### src/sv/aff_pkg.sv
// ----------------------------------------------------------------------------
// aff_pkg
// request codes, word formats and control types of the action fifo
// ----------------------------------------------------------------------------
package aff_pkg;

    localparam int ID_W        = 8;
    localparam int COUNT_OUT_W = 5;

    typedef enum logic [1:0] {
        REQ_ADD     = 2'd0,
        REQ_CANCEL  = 2'd1,
        REQ_FLUSH   = 2'd2,
        REQ_ADVANCE = 2'd3
    } t_req_type;

    typedef enum logic {
        ST_IDLE,
        ST_SCAN
    } t_state;

    typedef struct packed {
        t_req_type         req_type;
        logic [ID_W-1:0]   action_id;
        logic              action_present;
        logic              only_when_idle;
        logic              walkable;
        logic              current_running;
    } t_req;

    typedef struct packed {
        logic                   stop_valid;
        logic [ID_W-1:0]        stop_id;
        logic                   accepted;
        logic                   current_valid;
        logic [ID_W-1:0]        current_id;
        logic [COUNT_OUT_W-1:0] queued_count;
        logic                   last;
    } t_res;

    typedef struct packed {
        logic [ID_W-1:0] id;
        logic            walk;
    } t_entry;

    typedef struct packed {
        logic   shift;
        logic   wr_en;
        t_entry wdata;
    } t_chain_ctl;

endpackage

### src/sv/aff_stream_if.sv
// ----------------------------------------------------------------------------
// aff_stream_if
// valid/ready channel carrying one word of type T
// ----------------------------------------------------------------------------
interface aff_stream_if #(parameter type T = logic) ();

    logic valid;
    logic ready;
    T     data;

    modport source (output valid, output data, input ready);
    modport sink   (input valid, input data, output ready);

endinterface

### src/sv/aff_cell.sv
// ----------------------------------------------------------------------------
// aff_cell
// one queue slot: loads a new entry, takes its neighbor's, or holds
// ----------------------------------------------------------------------------
module aff_cell import aff_pkg::*; (
    input  logic   i_clk,
    input  logic   i_shift,
    input  logic   i_sel,
    input  t_entry i_next,
    input  t_entry i_wdata,
    output t_entry o_entry
);

    t_entry r_entry;
    t_entry n_entry;

    always_comb begin
        priority if (i_sel) begin
            n_entry = i_wdata;
        end else if (i_shift) begin
            n_entry = i_next;
        end else begin
            n_entry = r_entry;
        end
    end

    // contents are undefined until written, no reset
    always_ff @(posedge i_clk) begin
        r_entry <= n_entry;
    end

    assign o_entry = r_entry;

endmodule

### src/sv/aff_chain.sv
// ----------------------------------------------------------------------------
// aff_chain
// row of queue cells, head at cell 0, everything moves one step toward it
// ----------------------------------------------------------------------------
module aff_chain import aff_pkg::*; #(
    parameter int DEPTH = 16,
    localparam int IDX_W = (DEPTH > 1) ? $clog2(DEPTH) : 1
) (
    input  logic             i_clk,
    input  t_chain_ctl       i_ctl,
    input  logic [IDX_W-1:0] i_wr_idx,
    output t_entry           o_head
);

    t_entry w_entry [DEPTH];

    for (genvar g = 0; g < DEPTH; g++) begin : g_cell
        t_entry w_next;
        logic   w_sel;

        if (g == DEPTH - 1) begin : g_tail
            assign w_next = '0;
        end else begin : g_body
            assign w_next = w_entry[g+1];
        end

        assign w_sel = i_ctl.wr_en && (i_wr_idx == IDX_W'(g));

        aff_cell u_cell (
            .i_clk   (i_clk),
            .i_shift (i_ctl.shift),
            .i_sel   (w_sel),
            .i_next  (w_next),
            .i_wdata (i_ctl.wdata),
            .o_entry (w_entry[g])
        );
    end

    assign o_head = w_entry[0];

endmodule

### src/sv/action_fifo_with_admission_and_flush.sv
// ----------------------------------------------------------------------------
// action_fifo_with_admission_and_flush: bounded action queue plus current slot
// add/advance: result registered the cycle after accept; one word per cycle while idle and unstalled
// cancel/flush: scan of queue and current slot, a stop word per stopped action, else one status word
// sync active-low reset empties queue and current slot, output goes invalid
// ----------------------------------------------------------------------------
module action_fifo_with_admission_and_flush import aff_pkg::*; #(
    parameter int QUEUE_DEPTH = 16
) (
    input  logic          i_clk,
    input  logic          i_rst_n,
    aff_stream_if.sink    i_req,
    aff_stream_if.source  o_res
);

    localparam int IDX_W = (QUEUE_DEPTH > 1) ? $clog2(QUEUE_DEPTH) : 1;
    localparam int CNT_W = $clog2(QUEUE_DEPTH + 1);
    localparam int STP_W = $clog2(QUEUE_DEPTH + 2);

    // sequencer state
    t_state           r_state,      n_state;
    // queue occupancy and number of walkable entries in it
    logic [CNT_W-1:0] r_count,      n_count;
    logic [CNT_W-1:0] r_walk_cnt,   n_walk_cnt;
    // current slot
    logic             r_cur_valid,  n_cur_valid;
    logic [ID_W-1:0]  r_cur_id,     n_cur_id;
    logic             r_cur_walk,   n_cur_walk;
    // walk bookkeeping for cancel / flush
    logic             r_is_cancel,  n_is_cancel;
    logic             r_cur_pend,   n_cur_pend;
    logic [ID_W-1:0]  r_stop_id,    n_stop_id;
    logic [CNT_W-1:0] r_scan_left,  n_scan_left;
    logic [CNT_W-1:0] r_kept,       n_kept;
    logic [STP_W-1:0] r_stops_left, n_stops_left;
    // output register
    logic             r_out_valid,  n_out_valid;
    t_res             r_out,        n_out;

    t_chain_ctl       w_ctl;
    logic [IDX_W-1:0] w_wr_idx;
    t_entry           w_head;

    logic             w_out_free;
    logic             w_in_ready;
    logic             w_in_fire;

    assign w_out_free = !r_out_valid || o_res.ready;
    assign w_in_ready = (r_state == ST_IDLE) && w_out_free;
    assign w_in_fire  = i_req.valid && w_in_ready;

    assign i_req.ready = w_in_ready;
    assign o_res.valid = r_out_valid;
    assign o_res.data  = r_out;

    aff_chain #(
        .DEPTH (QUEUE_DEPTH)
    ) u_chain (
        .i_clk    (i_clk),
        .i_ctl    (w_ctl),
        .i_wr_idx (w_wr_idx),
        .o_head   (w_head)
    );

    always_comb begin
        t_entry           in_entry;
        t_entry           head_sel;
        logic             is_add;
        logic             busy;
        logic             push;
        logic             do_adv;
        logic             hold_cur;
        logic             avail;
        logic             pop;
        logic             cur_stop;
        logic [CNT_W-1:0] q_stops;
        logic [STP_W-1:0] n_stops;
        logic [CNT_W-1:0] idx_sum;
        logic             emit;
        t_res             res;

        n_state      = r_state;
        n_count      = r_count;
        n_walk_cnt   = r_walk_cnt;
        n_cur_valid  = r_cur_valid;
        n_cur_id     = r_cur_id;
        n_cur_walk   = r_cur_walk;
        n_is_cancel  = r_is_cancel;
        n_cur_pend   = r_cur_pend;
        n_stop_id    = r_stop_id;
        n_scan_left  = r_scan_left;
        n_kept       = r_kept;
        n_stops_left = r_stops_left;

        w_ctl    = '0;
        w_wr_idx = '0;
        emit     = 1'b0;
        res      = '0;

        in_entry.id   = i_req.data.action_id;
        in_entry.walk = i_req.data.walkable;
        // with an empty queue a pushed entry is the head it pops
        head_sel = (r_count == '0) ? in_entry : w_head;

        is_add   = (i_req.data.req_type == REQ_ADD);
        busy     = (r_count != '0) || r_cur_valid;
        push     = 1'b0;
        do_adv   = 1'b0;
        hold_cur = r_cur_valid && i_req.data.current_running;
        avail    = 1'b0;
        pop      = 1'b0;
        cur_stop = 1'b0;
        q_stops  = '0;
        n_stops  = '0;
        idx_sum  = '0;

        unique case (r_state)
            ST_IDLE: begin
                if (w_in_fire) begin
                    unique case (i_req.data.req_type)
                        REQ_ADD, REQ_ADVANCE: begin
                            push   = is_add && i_req.data.action_present
                                     && (r_count < CNT_W'(QUEUE_DEPTH))
                                     && !(i_req.data.only_when_idle && busy);
                            do_adv = !is_add || push;
                            avail  = (r_count != '0) || push;
                            pop    = do_adv && !hold_cur && avail;

                            if (do_adv && !hold_cur) begin
                                n_cur_valid = avail;
                            end
                            if (pop) begin
                                n_cur_id   = head_sel.id;
                                n_cur_walk = head_sel.walk;
                            end

                            n_count    = r_count + CNT_W'(push) - CNT_W'(pop);
                            n_walk_cnt = r_walk_cnt + CNT_W'(push && in_entry.walk)
                                         - CNT_W'(pop && head_sel.walk);

                            // push lands at the tail, one lower if the head leaves
                            w_ctl.shift = pop && (r_count != '0);
                            w_ctl.wr_en = push && !(pop && (r_count == '0));
                            w_ctl.wdata = in_entry;
                            idx_sum     = pop ? (r_count - CNT_W'(1)) : r_count;
                            w_wr_idx    = idx_sum[IDX_W-1:0];

                            emit              = 1'b1;
                            res.accepted      = push;
                            res.current_valid = n_cur_valid;
                            res.current_id    = n_cur_valid ? n_cur_id : '0;
                            res.queued_count  = COUNT_OUT_W'(n_count);
                            res.last          = 1'b1;
                        end
                        REQ_CANCEL, REQ_FLUSH: begin
                            cur_stop = r_cur_valid
                                       && (!is_add && (i_req.data.req_type == REQ_CANCEL)
                                           || !r_cur_walk);
                            q_stops  = (i_req.data.req_type == REQ_CANCEL)
                                       ? r_count : (r_count - r_walk_cnt);
                            n_stops  = STP_W'(q_stops) + STP_W'(cur_stop);

                            if (n_stops == '0) begin
                                // nothing to stop: single status word
                                emit              = 1'b1;
                                res.current_valid = r_cur_valid;
                                res.current_id    = r_cur_valid ? r_cur_id : '0;
                                res.queued_count  = COUNT_OUT_W'(r_count);
                                res.last          = 1'b1;
                            end else begin
                                n_is_cancel  = (i_req.data.req_type == REQ_CANCEL);
                                n_cur_pend   = cur_stop;
                                n_stop_id    = r_cur_id;
                                n_cur_valid  = r_cur_valid && !cur_stop;
                                n_scan_left  = r_count;
                                n_kept       = '0;
                                n_stops_left = n_stops;
                                // status words carry the end state from the start
                                if (i_req.data.req_type == REQ_CANCEL) begin
                                    n_count    = '0;
                                    n_walk_cnt = '0;
                                end else begin
                                    n_count    = r_walk_cnt;
                                end
                                n_state = ST_SCAN;
                            end
                        end
                        default: begin
                        end
                    endcase
                end
            end
            ST_SCAN: begin
                res.stop_valid    = 1'b1;
                res.current_valid = r_cur_valid;
                res.current_id    = r_cur_valid ? r_cur_id : '0;
                res.queued_count  = COUNT_OUT_W'(r_count);
                res.last          = (r_stops_left == STP_W'(1));

                priority if (r_cur_pend
                             && (!r_is_cancel || (r_scan_left == '0))) begin
                    // flush stops the current action first, cancel last
                    if (w_out_free) begin
                        emit         = 1'b1;
                        res.stop_id  = r_stop_id;
                        n_cur_pend   = 1'b0;
                        n_stops_left = r_stops_left - STP_W'(1);
                    end
                end else if (r_scan_left != '0) begin
                    if (r_is_cancel || !w_head.walk) begin
                        if (w_out_free) begin
                            emit         = 1'b1;
                            res.stop_id  = w_head.id;
                            w_ctl.shift  = 1'b1;
                            n_scan_left  = r_scan_left - CNT_W'(1);
                            n_stops_left = r_stops_left - STP_W'(1);
                        end
                    end else begin
                        // walkable entry goes behind the ones already kept
                        w_ctl.shift = 1'b1;
                        w_ctl.wr_en = 1'b1;
                        w_ctl.wdata = w_head;
                        idx_sum     = r_scan_left - CNT_W'(1) + r_kept;
                        w_wr_idx    = idx_sum[IDX_W-1:0];
                        n_kept      = r_kept + CNT_W'(1);
                        n_scan_left = r_scan_left - CNT_W'(1);
                    end
                end else begin
                    n_state = ST_IDLE;
                end
            end
            default: begin
                n_state = ST_IDLE;
            end
        endcase

        if (emit) begin
            n_out_valid = 1'b1;
            n_out       = res;
        end else begin
            n_out_valid = r_out_valid && !o_res.ready;
            n_out       = r_out;
        end
    end

    always_ff @(posedge i_clk) begin
        if (!i_rst_n) begin
            r_state      <= ST_IDLE;
            r_count      <= '0;
            r_walk_cnt   <= '0;
            r_cur_valid  <= 1'b0;
            r_cur_walk   <= 1'b0;
            r_cur_pend   <= 1'b0;
            r_scan_left  <= '0;
            r_kept       <= '0;
            r_stops_left <= '0;
            r_out_valid  <= 1'b0;
        end else begin
            r_state      <= n_state;
            r_count      <= n_count;
            r_walk_cnt   <= n_walk_cnt;
            r_cur_valid  <= n_cur_valid;
            r_cur_walk   <= n_cur_walk;
            r_cur_pend   <= n_cur_pend;
            r_scan_left  <= n_scan_left;
            r_kept       <= n_kept;
            r_stops_left <= n_stops_left;
            r_out_valid  <= n_out_valid;
        end
    end

    // payload registers
    always_ff @(posedge i_clk) begin
        r_cur_id    <= n_cur_id;
        r_is_cancel <= n_is_cancel;
        r_stop_id   <= n_stop_id;
        r_out       <= n_out;
    end

endmodule

### src/flat_wrapper.sv
// flat-port wrapper written by rule: the top's interface ports become plain ports
module action_fifo_with_admission_and_flush_flat import aff_pkg::*;
#(
    parameter int QUEUE_DEPTH = 16
)
  (i_clk, i_rst_n, i_req_valid, i_req_data, i_req_ready, o_res_valid, o_res_data, o_res_ready);
  aff_stream_if #(.T(t_req)) i_req_i ();
  aff_stream_if #(.T(t_res)) o_res_i ();
  input  logic i_clk;
  input  logic i_rst_n;
  input wire logic [$bits(i_req_i.valid)-1:0] i_req_valid;
  input wire logic [$bits(i_req_i.data)-1:0] i_req_data;
  output wire logic [$bits(i_req_i.ready)-1:0] i_req_ready;
  output wire logic [$bits(o_res_i.valid)-1:0] o_res_valid;
  output wire logic [$bits(o_res_i.data)-1:0] o_res_data;
  input wire logic [$bits(o_res_i.ready)-1:0] o_res_ready;
  assign i_req_i.valid = i_req_valid;
  assign i_req_i.data = i_req_data;
  assign i_req_ready = i_req_i.ready;
  assign o_res_valid = o_res_i.valid;
  assign o_res_data = o_res_i.data;
  assign o_res_i.ready = o_res_ready;
  action_fifo_with_admission_and_flush #(.QUEUE_DEPTH(QUEUE_DEPTH)) u_core (.i_clk(i_clk), .i_rst_n(i_rst_n), .i_req(i_req_i), .o_res(o_res_i));
endmodule
### config.mk
export PLATFORM = sky130hd
export DESIGN_NAME = action_fifo_with_admission_and_flush_flat
export DESIGN_NICKNAME = d
export VERILOG_FILES = /design/src/sv/aff_pkg.sv /design/src/sv/aff_stream_if.sv /design/src/sv/aff_cell.sv /design/src/sv/aff_chain.sv /design/src/sv/action_fifo_with_admission_and_flush.sv /design/src/flat_wrapper.sv
export SDC_FILE = /design/constraint.sdc
export NUM_CORES = 1
export LEC_CHECK = 0
export BUFFER_PORTS_ARGS = -buffer_cell sky130_fd_sc_hd__buf_2
export CAP_MARGIN = 20
export CORE_ASPECT_RATIO = 1.5
export CORE_MARGIN = 2
export CORE_UTILIZATION = 64
export CTS_BUF_LIST = sky130_fd_sc_hd__clkbuf_8
export CTS_CLUSTER_DIAMETER = 100
export DETAILED_ROUTE_END_ITERATION = 8
export PLACE_DENSITY = 0.82
export SLEW_MARGIN = 30
export SYNTH_ARGS = -nofsm -noshare
export SYNTH_HDL_FRONTEND = slang
export SYNTH_SLANG_ARGS = --single-unit
### constraint.sdc
create_clock -name i_clk -period 4.2 [get_ports i_clk]
set_input_delay 0.42 -clock i_clk [delete_from_list [all_inputs] [get_ports i_clk]]
set_output_delay 0.42 -clock i_clk [all_outputs]
set_load 0.005 [all_outputs]
Yosys cells after proc, flatten, opt, wreduce, memory -nomap -nowiden
Index checks and enable logic that the tools add are counted.
W data, S select, Z words.
{"block": "totals", "regBits": 216, "in_bits": 18, "out_inout_bits": 27, "elab_cells": 300}
{"block": "classes", "addsub": 11, "n_lt_le_gt_ge": 1, "n_eq_ne": 31, "mux": 115, "bitwise_logic": 4, "n_reduce_logical": 86}
{"cell": "$mux W9", "n": 34}
{"cell": "$mux W5", "n": 23}
{"cell": "$mux W8", "n": 8}
{"cell": "$pmux W15 S2", "n": 2}
{"cell": "$pmux W5 S2", "n": 5}
{"cell": "$mux W11", "n": 4}
{"cell": "$logic_and A1 B1 Y1", "n": 35}
{"cell": "$eq A4 B4 Y1 const B", "n": 8}
{"cell": "$reduce_bool A2 Y1", "n": 16}
{"cell": "$mux W15", "n": 2}
{"cell": "$mux W4", "n": 6}
{"cell": "$mux W1", "n": 23}
{"cell": "$pmux W11 S2", "n": 1}
{"cell": "$eq A4 B3 Y1 const B", "n": 4}
{"cell": "$ne A2 B2 Y1 const B", "n": 8}
{"cell": "$add A5 B1 Y5", "n": 3}
{"cell": "$logic_not A5 Y1", "n": 3}
{"cell": "$reduce_and A6 Y1", "n": 2}
{"cell": "$logic_not A1 Y1", "n": 10}
{"cell": "$mux W10", "n": 1}
{"cell": "$pmux W1 S2", "n": 5}
{"cell": "$reduce_and A5 Y1", "n": 2}
{"cell": "$reduce_bool A5 Y1", "n": 2}
{"cell": "$sub A5 B1 Y5", "n": 2}
{"cell": "other kinds (22)", "n": 39}

Longest topological paths before layout
{"block": "logic_depth", "depth_word": 16, "ltp_mapped": 19, "ltp_nobuf": 18}

Hierarchy
Synthesis repeated with hierarchy kept, for this count alone.
{"block": "hier_totals", "cells_unflattened": 848, "hier_area_um2": 11537.3}
{"mod": "aff_cell", "n_inst": 16, "cells_each": 20, "area_each_um2": 422.9, "seq_area_each_um2": 270.3}
{"mod": "action_fifo_with_admission_and_flush", "n_inst": 1, "cells_each": 504, "area_each_um2": 4649.5, "seq_area_each_um2": 1841.8}
{"mod": "aff_chain", "n_inst": 1, "cells_each": 24, "area_each_um2": 121.4, "seq_area_each_um2": 0.0}

Worst setup path before layout
Ideal clock, no wire load.
{"block": "synth_timing", "kind": "reg2reg", "start": "register u_core.r_count[0]", "end": "register u_core.r_out, in the netlist u_core.o_res.data[0], enable pin", "setup_ns": 0.432, "t_arrival_ns": 3.159, "required_ns": 3.768, "setup_slack_ns": 0.609, "stages_incl_launch_ff": 14, "path_buffers": 0, "synth_period_minus_slack_ns": 3.591, "cell_sequence": "dfxtp_1 > inv_1 > ha_1 > inv_1 > fa_1 > mux2_2 > ha_1 > o211ai_1 > a31o_2 > a32oi_4 > mux2i_4 > nand2_1 > nand2_1 > nand2_1"}
{"block": "synth_via", "elab_chain_cells": 8}
{"element": "start: declaration", "line": "action_fifo_with_admission_and_flush.sv:23", "rtl": "logic [CNT_W-1:0] r_count, n_count;"}
{"element": "start signal: assignment", "line": "action_fifo_with_admission_and_flush.sv:260", "rtl": "r_count <= n_count;"}
{"element": "$sub A5 B5 Y5", "line": "action_fifo_with_admission_and_flush.sv:160", "rtl": "? r_count : (r_count - r_walk_cnt);"}
{"element": "$mux W5 (*)", "line": "action_fifo_with_admission_and_flush.sv:160"}
{"element": "$add A5 B1 Y5 (*)", "line": "action_fifo_with_admission_and_flush.sv:161", "rtl": "n_stops = STP_W'(q_stops) + STP_W'(cur_stop);"}
{"element": "$logic_not A5 Y1 (*)", "line": "action_fifo_with_admission_and_flush.sv:163", "rtl": "if (n_stops == '0) begin"}
{"element": "$mux W1 (*)", "line": "action_fifo_with_admission_and_flush.sv:163"}
{"element": "$pmux W1 S2 (*)", "line": "action_fifo_with_admission_and_flush.sv:120", "rtl": "unique case (i_req.data.req_type)"}
{"element": "$mux W1 (*)", "line": "action_fifo_with_admission_and_flush.sv:119", "rtl": "if (w_in_fire) begin"}
{"element": "$pmux W1 S2 (*)", "line": "action_fifo_with_admission_and_flush.sv:117", "rtl": "unique case (r_state)"}
{"element": "end signal: assignment", "line": "action_fifo_with_admission_and_flush.sv:277", "rtl": "r_out <= n_out;"}
{"element": "end: declaration", "line": "action_fifo_with_admission_and_flush.sv:38", "rtl": "t_res r_out, n_out;"}
Mark *: on every way between the ends. The rest lies on a longest branch, timed or not.
A chain may end at the register's enable or synchronous reset.

Final worst setup path
{"block": "layout_timing", "start": "register u_core.r_count[0]", "end": "register u_core.r_out, in the netlist u_core.o_res.data[18], enable pin"}
The elaborated chain is that of the path after synthesis.

==> impl_metrics.csv <==
group,metric,value,unit
setup_path,cpMostUsedCell,"nand2_1",
synthesis,yosysUniqueCellTypes,81,
placed_design,gp_congestion,0.919,
synthesis,syn_area,0.0109,mm²
sta,slew_headroom,0.379,
finish,final_cell_count_no_fill,1138,
placed_design,place_ws,0.274,ns
setup_path,max_stage_delay,0.53,ns
finish,num-fill-cells,1153,
flow_run,drv_cap,0,
min_path,hold_path_class,"in -> reg",
cts,clk_latency,0.57,ns
cts,cts_sinks,215,
sta,worstMarginPinSlew,0.932,ns
synthesis,async_reset_ff_frac,0,
synthesis,ys_seq_area_frac,0.565,
global_route,grt_pass1_vias,7446,
finish,regArea,0.00617,mm²
synthesis,yosysWarnings,0,
power_and_ir_drop,power_density,698,mW/mm²
global_route,antenna_found_initial,0,
finish,multiInputGateArea,0.00445,mm²
power_and_ir_drop,switchingPower,3.03,mW
cts,clockBufferDepth,3,
placed_design,dp.cells,1080,
setup_path,cp.arrival,4.16,ns
power_and_ir_drop,swShare,0.362,
power_and_ir_drop,ir_worst_vdd,500,µV
sta,max_freq,257,MHz
sta,min_period,3.89,ns
power_and_ir_drop,sequentialPowerShare,0.420,
finish,antenna-diode-count,0,
finish,drive_gt1_frac,0.304,
cts,root_buffer,"clkbuf_8",
routing,dr_total_vias,7123,
synthesis,syn_area_per_cell,13.1,µm²
global_route,grt_max_degree,26,
setup_path,path_class,"reg -> reg",
sta,fin_crit_sh,0.925,
routing,drtIter0Drc,514,
routing,vias_per_cell,6.26,
floorplanning,die_h,164,µm
power_and_ir_drop,leakage,4.27,nW
cts,clk_pin_slew_worst_paths,0.06,ns
outcome,outcome,"completed",
power_and_ir_drop,p_total,8.37,mW
global_route,grt_pass1_wl,37.8,mm
synthesis,syn_inst,836,
finish,area_growth_syn_to_layout,9.93,%
sta,hold_slack,0.304,ns
cts,cts_tree,"done",
finish,final_area,0.0120,mm²
global_route,overflow,0,
synthesis,synth_seq_cells,215,
synthesis,synth-edff-count,186,
setup_path,crit_path_end_kind,"register",
finish,layout.nets,955,
floorplanning,die_w,111,µm
power_and_ir_drop,power_frac_clock,0.182,
routing,wl,23.8,mm
setup_path,cp_slowest_cell,"fa_1",
sta,finalHoldViolations,0,
sta,tns,0,ns
routing,dr.pass1.iters,5,
global_route,grt_usage,0.260,
floorplanning,start_util,0.651,
floorplanning,coreArea,0.0168,mm²
placed_design,numPortBuffers,44,
floorplanning,die-area,0.0181,mm²
synthesis,syn-num-nets,888,
routing,detail-route-antenna-nets,0,
floorplanning,floorplan.rows,58,
sta,setup_ws,0.315,ns
cts,cts_setup_buffers,0,
cts,cts_buffers,31,
power_and_ir_drop,p_int,5.34,mW
floorplanning,io_pins,45,
power_and_ir_drop,comb_power_share,0.398,
sta,maxSlewViolCount,0,
setup_path,worstPathCellList,"inv_1 > ha_1 > inv_1 > fa_1 > mux2_2 > ha_1 > o211ai_1 > a31o_2 > a32oi_4 > mux2i_4 > nand2_1 > nand2_1 > nand2_1 > buf_4",
sta,setup_viol,0,
routing,wire_per_inst,20.9,µm
placed_design,post-dp-hpwl,16.7,mm
cts,ctsHtreeMaxLevel,1,
sta,clock_skew,0.0207,ns
placed_design,post_dp_cell_area,0.0114,mm²
setup_path,worst_setup_path_start_kind,"register",
synthesis,synth_ff_type,"edfxtp_1",
setup_path,worstPathMaxFanout,24,
routing,drc,0,
setup_path,required,4.48,ns
sta,rsz0062_at_grt,"no",
finish,fin_util,0.716,
layer usage:
| layer | global-route usage | wire [µm] | up-vias | part of all wire |
|---|---|---|---|---|
| met5 | 0 | 0 | - | 0 |
| met4 | 0.118 | 886 | 0 | 0.037 |
| met3 | 0.0410 | 1350 | 81 | 0.057 |
| met2 | 0.494 | 12800 | 272 | 0.54 |
| met1 | 0.285 | 8820 | 3477 | 0.37 |
| li1 | - | - | 3293 | - |
synthesized netlist by cell type (6+ instances only):
cell        n  area share
xnor2_1    12      0.0096
buf_2       6      0.0028
a211oi_1   10      0.0069
o22a_1      8      0.0064
nor3_1      6      0.0028
a21oi_1    37       0.017
a21oi_2     9      0.0072
nor2_1     45       0.015
edfxtp_1  186        0.51
inv_1      35       0.012
nand2_1    43       0.015
nand2b_1   14      0.0080
clkbuf_1   24      0.0083
nor2b_1    14      0.0080
mux2_2    133        0.14
dfxtp_1    29       0.053
o21a_1      8      0.0055
a22o_1      7      0.0056
o21ai_0    26       0.012
nand3_1    15      0.0069
a22oi_1     8      0.0055
ha_1       30       0.034
o31ai_1     7      0.0048
worst max-delay path: cells and delay by family (launching register included):
family / cells / cell delay [ns]
and+or+nand+nor: 3 / 0.54
buffers and inverters: 3 / 0.53
muxes: 2 / 0.54
AOI/OAI and AO/OA: 3 / 0.69
adders and majority gates: 3 / 0.93
DFF: 1 / 0.34
timing repair:
item,4_1_cts,5_1_grt
endpoints found under the setup margin,0,1
hold buffers,0,0
gates resized for setup,0,1
power by group through the flow:
stage | Sequential [mW] | Combinational [mW] | Clock [mW]
3_5_place_dp | 3.55 | 3.27 | 0
5_1_grt | 3.57 | 3.63 | 1.64
6_report | 3.52 | 3.33 | 1.52
3_3_place_gp | 3.52 | 3.14 | 0
4_1_cts | 3.51 | 3.30 | 1.55
2_1_floorplan | 3.45 | 2.42 | 0
final cells by class:
| type | count | share of cell area |
|---|---|---|
| inverter | 38 | 0.0119 |
| sequential | 215 | 0.514 |
| timing repair buffer | 69 | 0.0340 |
| multi-input combinational | 548 | 0.371 |
| clock buffer | 31 | 0.0356 |
| clock inverter | 27 | 0.0117 |
| tap | 210 | 0.0219 |
flip-flops by register name (all words and copies together), names as in the netlist:
| register | cells |
|---|---|
| u_core.o_res.data | 25 |
| u_core.o_res.valid | 1 |
| u_core.r_count | 5 |
| u_core.r_cur_id | 8 |
| u_core.r_cur_pend | 1 |
| u_core.r_cur_valid | 1 |
| u_core.r_cur_walk | 1 |
| u_core.r_is_cancel | 1 |
| u_core.r_kept | 4 |
| u_core.r_scan_left | 5 |
| u_core.r_state | 1 |
| u_core.r_stop_id | 8 |
| u_core.r_stops_left | 5 |
| u_core.r_walk_cnt | 5 |
| u_core.u_chain.g_cell.u_cell.o_entry | 144 |
worst paths after layout:
kind | startpoint | to | slack, ns | depth (start not counted)
setup / recovery | u_core.r_count[0]$_SDFFE_PN0P_ | u_core.o_res.data[18]$_SDFFCE_PN0P_ | 0.31 | 14
hold / removal | i_rst_n | u_core.r_walk_cnt[4]$_SDFFE_PN0P_ | 0.30 | 3
hold reg to reg | u_core.r_cur_id[4]$_DFFE_PP_ | u_core.r_stop_id[4]$_DFFE_PP_ | 0.48 | 0
setup reg to reg | u_core.r_count[0]$_SDFFE_PN0P_ | u_core.o_res.data[18]$_SDFFCE_PN0P_ | 0.31 | 14
cell usage in the layout (no fill, tap or decap), drive strengths merged, types with 3 or more instances in the layout:
cell type and n:
o31ai 7, o21ai 29, nor3 10, a22o 7, inv 45, a211oi 10, and2 6, a22oi 8
a21o 5, nand4 5, dfxtp 29, xnor2 12, nand3b 3, o22ai 5, xor2 5, fa 4
o22a 8, a21boi 4, a221oi 4, nor2b 14, nand2b 15, mux2i 5, buf 69, or3 5
o221a 3, nand2 45, o211ai 5, and3 4, nor2 51, nand3 15, clkinv 18, o21a 8
clkbuf 31, edfxtp 186, a21oi 46, ha 30, mux2 137
kinds of logic (layout without fill, tap and decap cells):
kind of cell	count (synthesis)	count (layout)	synth area share
buf+inv	73	165	0.0275
fa+ha+maj	34	34	0.0417
simple gates	185	185	0.0921
compound gates	170	170	0.113
mux	142	142	0.147
xor+xnor	17	17	0.0136
flops	215	215	0.565
No activity file was read; power rests on OpenSTA's default activity.
